[src/sv/pabb_pkg.sv]
// -----------------------------------------------------------------------------
// pabb_pkg
// Shared types, codes and helpers for the pixel alpha blit blender.
// -----------------------------------------------------------------------------
package pabb_pkg;

  localparam int unsigned PaletteEntriesDefault = 256;
  localparam int unsigned ByteW                 = 8;
  localparam int unsigned ColorW                = 24;
  localparam int unsigned InDataW               = 96;
  localparam int unsigned OutDataW              = 32;
  localparam int unsigned FmtW                  = 2;
  localparam int unsigned ProdW                 = 16;

  typedef enum logic [FmtW-1:0] {
    FMT_BLEND   = 2'd0,
    FMT_COPY    = 2'd1,
    FMT_INDEXED = 2'd2,
    FMT_PASS    = 2'd3
  } fmt_e;

  typedef enum logic {
    OP_BLEND     = 1'b0,
    OP_PAL_WRITE = 1'b1
  } op_e;

  typedef logic [ByteW-1:0] byte_t;

  // Pixel request as it leaves the input stage.
  typedef struct packed {
    byte_t src0;
    byte_t src1;
    byte_t src2;
    byte_t src3;
    byte_t tgt_a;
    byte_t tgt_r;
    byte_t tgt_g;
    byte_t tgt_b;
    logic  pal_miss;  // index lies beyond the palette: read as black
  } pix_t;

  // Exact floor(x / 255) for x <= 255 * 255.
  function automatic byte_t div255(input logic [ProdW-1:0] x);
    logic [ProdW:0] t;
    t = {1'b0, x} + {{(ProdW-ByteW+1){1'b0}}, x[ProdW-1:ByteW]} + {{ProdW{1'b0}}, 1'b1};
    return t[ProdW-1:ByteW];
  endfunction

endpackage

[src/sv/pabb_mix.sv]
// -----------------------------------------------------------------------------
// pabb_mix
// Channel mixing and format selection, then the output register.
// -----------------------------------------------------------------------------
module pabb_mix (
  input  logic                   clk_i,
  input  logic                   rst_ni,
  input  logic                   adv_i,
  input  logic                   pix_valid_i,
  input  pabb_pkg::pix_t         pix_i,
  input  logic [pabb_pkg::ColorW-1:0] pal_color_i,
  input  pabb_pkg::fmt_e         fmt_i,
  output logic                   out_valid_o,
  output logic [pabb_pkg::OutDataW-1:0] out_data_o
);
  import pabb_pkg::*;

  logic                   s2_valid_q;
  logic                   s2_blend_q;
  logic [ProdW-1:0]       prod_r_q, prod_g_q, prod_b_q;
  logic [ProdW-1:0]       prod_r_d, prod_g_d, prod_b_d;
  byte_t                  res_a_q, res_1_q, res_2_q, res_3_q;
  byte_t                  res_a_d, res_1_d, res_2_d, res_3_d;
  logic [ColorW-1:0]      entry;
  logic [ByteW:0]         alpha_sum;
  byte_t                  inv_a;
  logic                   out_valid_q;
  logic [OutDataW-1:0]    out_data_q;

  assign inv_a = ~pix_i.src0;  // 255 - a
  assign entry = pix_i.pal_miss ? '0 : pal_color_i;
  assign alpha_sum = {1'b0, pix_i.tgt_a} + {1'b0, pix_i.src0};

  always_comb begin
    prod_r_d = {{ByteW{1'b0}}, inv_a} * {{ByteW{1'b0}}, pix_i.tgt_r}
             + {{ByteW{1'b0}}, pix_i.src0} * {{ByteW{1'b0}}, pix_i.src1};
    prod_g_d = {{ByteW{1'b0}}, inv_a} * {{ByteW{1'b0}}, pix_i.tgt_g}
             + {{ByteW{1'b0}}, pix_i.src0} * {{ByteW{1'b0}}, pix_i.src2};
    prod_b_d = {{ByteW{1'b0}}, inv_a} * {{ByteW{1'b0}}, pix_i.tgt_b}
             + {{ByteW{1'b0}}, pix_i.src0} * {{ByteW{1'b0}}, pix_i.src3};
  end

  always_comb begin
    unique case (fmt_i)
      FMT_BLEND: begin
        res_a_d = alpha_sum[ByteW] ? '1 : alpha_sum[ByteW-1:0];
        res_1_d = '0;
        res_2_d = '0;
        res_3_d = '0;
      end
      FMT_COPY: begin
        res_a_d = '1;
        res_1_d = pix_i.src0;
        res_2_d = pix_i.src1;
        res_3_d = pix_i.src2;
      end
      FMT_INDEXED: begin
        // palette holds red high, blue low; emit blue, green, red
        res_a_d = '1;
        res_1_d = entry[ByteW-1:0];
        res_2_d = entry[2*ByteW-1:ByteW];
        res_3_d = entry[3*ByteW-1:2*ByteW];
      end
      default: begin
        res_a_d = pix_i.tgt_a;
        res_1_d = pix_i.tgt_r;
        res_2_d = pix_i.tgt_g;
        res_3_d = pix_i.tgt_b;
      end
    endcase
  end

  always_ff @(posedge clk_i or negedge rst_ni) begin
    if (!rst_ni) begin
      s2_valid_q  <= 1'b0;
      out_valid_q <= 1'b0;
    end else if (adv_i) begin
      s2_valid_q  <= pix_valid_i;
      out_valid_q <= s2_valid_q;
    end
  end

  always_ff @(posedge clk_i) begin
    if (adv_i && pix_valid_i) begin
      s2_blend_q <= (fmt_i == FMT_BLEND);
      prod_r_q   <= prod_r_d;
      prod_g_q   <= prod_g_d;
      prod_b_q   <= prod_b_d;
      res_a_q    <= res_a_d;
      res_1_q    <= res_1_d;
      res_2_q    <= res_2_d;
      res_3_q    <= res_3_d;
    end
  end

  always_ff @(posedge clk_i) begin
    if (adv_i && s2_valid_q) begin
      if (s2_blend_q) begin
        out_data_q <= {div255(prod_b_q), div255(prod_g_q), div255(prod_r_q), res_a_q};
      end else begin
        out_data_q <= {res_3_q, res_2_q, res_1_q, res_a_q};
      end
    end
  end

  assign out_valid_o = out_valid_q;
  assign out_data_o  = out_data_q;

endmodule

[config.mk]
export PLATFORM = sky130hd
export DESIGN_NAME = pabb_mix
export DESIGN_NICKNAME = d
export VERILOG_FILES = /design/src/sv/pabb_pkg.sv /design/src/sv/pabb_mix.sv
export SDC_FILE = /design/constraint.sdc
export NUM_CORES = 1
export LEC_CHECK = 0
export BUFFER_PORTS_ARGS = -buffer_cell sky130_fd_sc_hd__buf_4
export CAP_MARGIN = 10
export CORE_MARGIN = 2
export CORE_UTILIZATION = 30
export DETAILED_ROUTE_END_ITERATION = 10
export SYNTH_ARGS = -nofsm -noshare
export SYNTH_HDL_FRONTEND = slang
export SYNTH_SLANG_ARGS = --single-unit
[constraint.sdc]
create_clock -name clk_i -period 5.2 [get_ports clk_i]
set_clock_uncertainty 0.05 [all_clocks]
set_input_delay 0.26 -clock clk_i [delete_from_list [all_inputs] [get_ports clk_i]]
set_output_delay 0.26 -clock clk_i [all_outputs]
set_load 0.02 [all_outputs]
Word level (Yosys, flattened, before mapping)
Cells that the tools add are included.
{"block": "op_classes", "eq_ne": 2, "n_reduce_logical": 4, "n_mul": 6, "bitwise": 1, "n_mux": 7, "n_addsub": 10}
{"op": "$mul 8x8->16", "n": 6}
{"op": "$pmux 8 s3", "n": 3}
{"op": "$add 16x1->16 const B", "n": 3}
{"op": "$add 16x16->16", "n": 3}
{"op": "$add 16x8->16", "n": 3}
{"op": "$mux 32", "n": 1}
{"op": "$mux 24", "n": 1}
{"op": "$pmux 8 s2", "n": 1}
{"op": "$add 8x8->9", "n": 1}
{"op": "$mux 8", "n": 1}
{"op": "$not 8->8", "n": 1}
{"op": "$eq 2x1->1 const B", "n": 1}
{"op": "$eq 2x2->1 const B", "n": 1}
{"op": "$logic_and 1x1->1", "n": 2}
{"op": "$logic_not 2->1", "n": 1}
{"op": "$reduce_or 2->1", "n": 1}
{"block": "totals", "out_inout_bits": 33, "inputBits": 95, "word_cells": 41, "ff_bits": 115}

Longest topological paths before layout
{"block": "depth", "depth_word": 3, "depth_mapped": 21, "mapped_depth_nobuf": 19}

Worst setup path before layout
No wires, ideal clock.
{"block": "synth_timing", "path_kind": "input to register", "startpoint": "in pix_i[58] in the netlist's numbering", "endpoint": "reg prod_r_q[14] (data pin)", "setup_ns": 0.262, "path_stages": 20, "n_path_buf": 2, "arrival_ns": 5.522, "required_time_ns": 4.888, "path_slack_ns": -0.634, "cell_sequence": "clkbuf_1 > clkbuf_1 > inv_1 > nand2_1 > fa_1 > fa_1 > fa_1 > inv_1 > fa_1 > fa_1 > inv_1 > fa_1 > inv_1 > ha_1 > or2_2 > a21oi_1 > nor3_1 > a2111oi_1 > a21oi_1 > xor2_1"}
{"block": "synth_via", "elab_chain_cells": 3, "elab_cells_between_ends": 4, "cone_classes": "add/sub: 1; mul: 2; bitwise: 1"}
{"item": "start, declared", "line_no": "pabb_mix.sv:10", "source": "input pabb_pkg::pix_t pix_i,"}
{"item": "$not 8->8", "line_no": "pabb_mix.sv:30", "source": "assign inv_a = ~pix_i.src0;"}
{"item": "$mul 8x8->16", "line_no": "pabb_mix.sv:35", "source": "prod_r_d = {{ByteW{1'b0}}, inv_a} * {{ByteW{1'b0}}, pix_i.tgt_r}"}
{"item": "$add 16x16->16 *", "line_no": "pabb_mix.sv:36", "source": "+ {{ByteW{1'b0}}, pix_i.src0} * {{ByteW{1'b0}}, pix_i.src1};"}
{"item": "via prod_r_d[14]", "line_no": "pabb_mix.sv:21", "source": "logic [ProdW-1:0] prod_r_d, prod_g_d, prod_b_d;"}
{"item": "end signal, assigned", "line_no": "pabb_mix.sv:86", "source": "prod_r_q <= prod_r_d;"}
{"item": "end, declared", "line_no": "pabb_mix.sv:20", "source": "logic [ProdW-1:0] prod_r_q, prod_g_q, prod_b_q;"}
The timed path passes the listed nets; every way through them passes the cells marked *.
A chain may end at the register's enable or synchronous reset.

Worst setup path in the final report
{"block": "layout_timing", "startpoint": "in pix_i[60] in the netlist's numbering", "endpoint": "reg prod_r_q[14] (data pin)"}
The elaborated chain is that of the path after synthesis.

==> reports/qor.yml <==
status: "completed"
yosysMostFrequentCell: "inv_1"
fp-row-count: 91
path_cells: "buf_8 > and2_1 > fa_1 > inv_1 > fa_1 > inv_1 > fa_1 > fa_1 > fa_1 > inv_1 > fa_1 > inv_2 > ha_4 > or2_4 > a21oi_4 > nor3_2 > a2111oi_4 > a21oi_1 > xor2_1"
worst_pin_slew_ns: 0.897
synthSimpleGateAreaFrac: 0.155
io_buffers: 127
io_pins: 128
slew_viol_final: 0
drtPass1Iterations: 6
synth_seq_cells: 115
synth_common_cells: "420 x inv_1, 289 x fa_1, 219 x ha_1"
max-clock-path-buffers: 2
synth_top_family_by_area: "adder cells"
cts-root-buf: "clkbuf_16"
maxSlewHeadroom: 0.402
drtIter0Drc: 627
die_h_um: 254
htree_levels: 4
slowest_delay_ns: 0.54
fill_cells: 6220
arrival_ns: 5.17
cts_sinks: 115
crit_type: "input port to flop"
core_um2: 61700
synth.area.mux_share: 0.00421
synthCells: 1914
grt_pass1_wl_um: 82500
nNetsFinal: 2795
powerDensity_nw_per_um2: 663
finalCriticalPeriod_ns: 5.04
finalSetupTns_ns: 0
synth_edf_count: 113
finalCritPeriodShare: 0.970
leakagePower_nw: 10.9
finalWorstSetupSlack_ns: 0.158
fmax_ghz: 0.198
synth_compound_area_frac: 0.0742
cts_setup_buffers: 0
die-area_um2: 64500
endpoint_kind: "flop"
die_w_um: 254
path_max_fanout: 20
ys_types: 47
grt_overflow: 0
vias_per_cell: 4.61
fin_area_um2: 22800
place_congestion: 0.879
drv_cap: 0
grt_max_degree: 51
synth_seq_area_share: 0.184
min_path_type: "input port to flop"
initial_utilization: 0.304
cts_made_buffers: 17
synth_fa_ha_area_frac: 0.455
synth_top_area_share: 0.309
drt_wl_total_um: 50400
vias: 14021
dp_slack_ns: -0.374
cp_data_required_time_ns: 5.33
clk_pin_slew_worst_paths_ns: 0.05
num_antenna_cells: 0
syn-cell-area_um2: 18700
dp_hpwl_um: 41800
antenna_found_initial: 2
grtUsageTotal: 0.165
crit_path_frequent_cell: "fa_1"
startpoint_type: "input port"
post_dp_cell_area_um2: 22100
clock_latency_ns: 0.43
setup_viol: 0
drive_gt1_frac: 0.169
tritoncts: "done"
grt_pass1_vias: 15437
ant_nets: 0
yosys_warnings: 0
synth_top_area_cell: "fa_1"
total_power_mw: 15.1
hold_viol: 0
wl_per_cell_um: 16.6
peakVddDrop_mv: 0.578
critPathSlowestCell: "fa_1"
synth_xor_area_frac: 0.0323
syn_to_final_growth_pct: 21.6
drc: 0
post-route-util: 0.369
synth_flop_cell: "edfxtp_1"
synth_area_leaders: "fa_1 31%, edfxtp_1 18%, ha_1 15%, inv_1 8.4%, and2_1 4.7%"
syn_avg_cell_area_um2: 9.79
async_flop_share: 0.0174
registers in the layout (all words and copies together), names as in the netlist, 8 cells and up:
name	cells
out_data_o	32
prod_b_q	16
prod_g_q	16
prod_r_q	16
res_1_q	8
res_2_q	8
res_3_q	8
res_a_q	8
logic make-up (layout without fill, tap and decap cells):
family / count (synthesis) / count (layout)
simple gates: 527 / 527
flops: 115 / 115
mux: 7 / 7
buf+inv: 476 / 764
other cells: 1 / 3
compound gates: 211 / 211
fa+ha+maj: 508 / 508
xor+xnor: 69 / 69
what timing repair did:
action / 4_1_cts / 5_1_grt
hold buffers: 1 / 0
resized for setup: 0 / 26
hold endpoints to repair: 2 / 0
setup endpoints to repair: 0 / 12
stage by stage:
| stage | hold WS [ns] | cells |
|---|---|---|
| 5_1_grt | 0.0182 | 3041 |
| 3_3_place_gp | -0.00745 | 3009 |
| 3_5_place_dp | -0.00620 | 3009 |
| 6_report | 0.0399 | 3041 |
| 2_1_floorplan | -0.0856 | 1916 |
| 4_1_cts | 0.0103 | 3041 |
routing by layer:
layer / track usage / up-vias / wire length (um)
met5: 0 / - / 13
met4: 0.0457 / 2 / 951
met3: 0.0361 / 63 / 3030
met2: 0.277 / 320 / 24100
met1: 0.215 / 7077 / 22300
li1: - / 6559 / -
layout by cell type, fill, tap and decap left out, types with 3 or more instances in the layout:
master / n
a211o_1: 4
a211oi_1: 18
a21o_1: 16
a21oi_1: 47
a221oi_1: 6
a22oi_1: 25
a31oi_1: 8
and2_1: 139
and3_1: 5
buf_12: 8
buf_4: 295
buf_6: 5
buf_8: 4
clkbuf_16: 17
clkinv_1: 3
clkinvlp_4: 3
conb_1: 3
edfxtp_1: 113
fa_1: 289
ha_1: 215
ha_2: 3
inv_1: 418
mux2_2: 7
nand2_1: 92
nand2b_1: 85
nand3_1: 14
nand4_1: 5
nor2_1: 57
nor2b_1: 110
nor3_1: 7
o211ai_1: 5
o21a_1: 11
o21ai_0: 41
o21ai_1: 8
o31ai_1: 4
o41ai_2: 5
or3_1: 4
xnor2_1: 53
xor2_1: 16
critical path, delay by kind of cell:
| kind | cells | cell delay (ns) |
|---|---|---|
| simple gates | 3 | 0.49 |
| xor+xnor | 1 | 0.17 |
| buf+inv | 5 | 0.35 |
| fa+ha+maj | 7 | 3.27 |
| compound gates | 3 | 0.60 |
worst paths after layout:
path / start / end / slack, ns / depth (start not counted)
max in group asynchronous: rst_ni / s2_valid_q / 4.91 / 2
worst min-delay path: pix_valid_i / s2_valid_q / 0.04 / 2
worst max register to register: prod_b_q[13] / out_data_o[31] / 2.48 / 7
min in group asynchronous: rst_ni / out_valid_o / 0.10 / 2
worst max-delay path: pix_i[60] / prod_r_q[14] / 0.16 / 19
worst min register to register: res_a_q[5] / out_data_o[5] / 0.37 / 0
power by group:
group	internal, mW	switching [mW]	total (mW)
Sequential	1.80	0.202	2.00
Combinational	6.03	5.92	12.0
Clock	0.699	0.459	1.16
Total	8.53	6.58	15.1
cell type report:
class                      count  area (um^2)  area share
inverter                     420         1580      0.0692
clock inverter                13          134     0.00588
multi-input combinational   1325        13700       0.599
tap                          837         1050      0.0460
clock buffer                  18          429      0.0188
sequential                   115         3440       0.151
timing repair buffer         313         2500       0.110
Note: power is estimated with default switching activity, not from simulation.
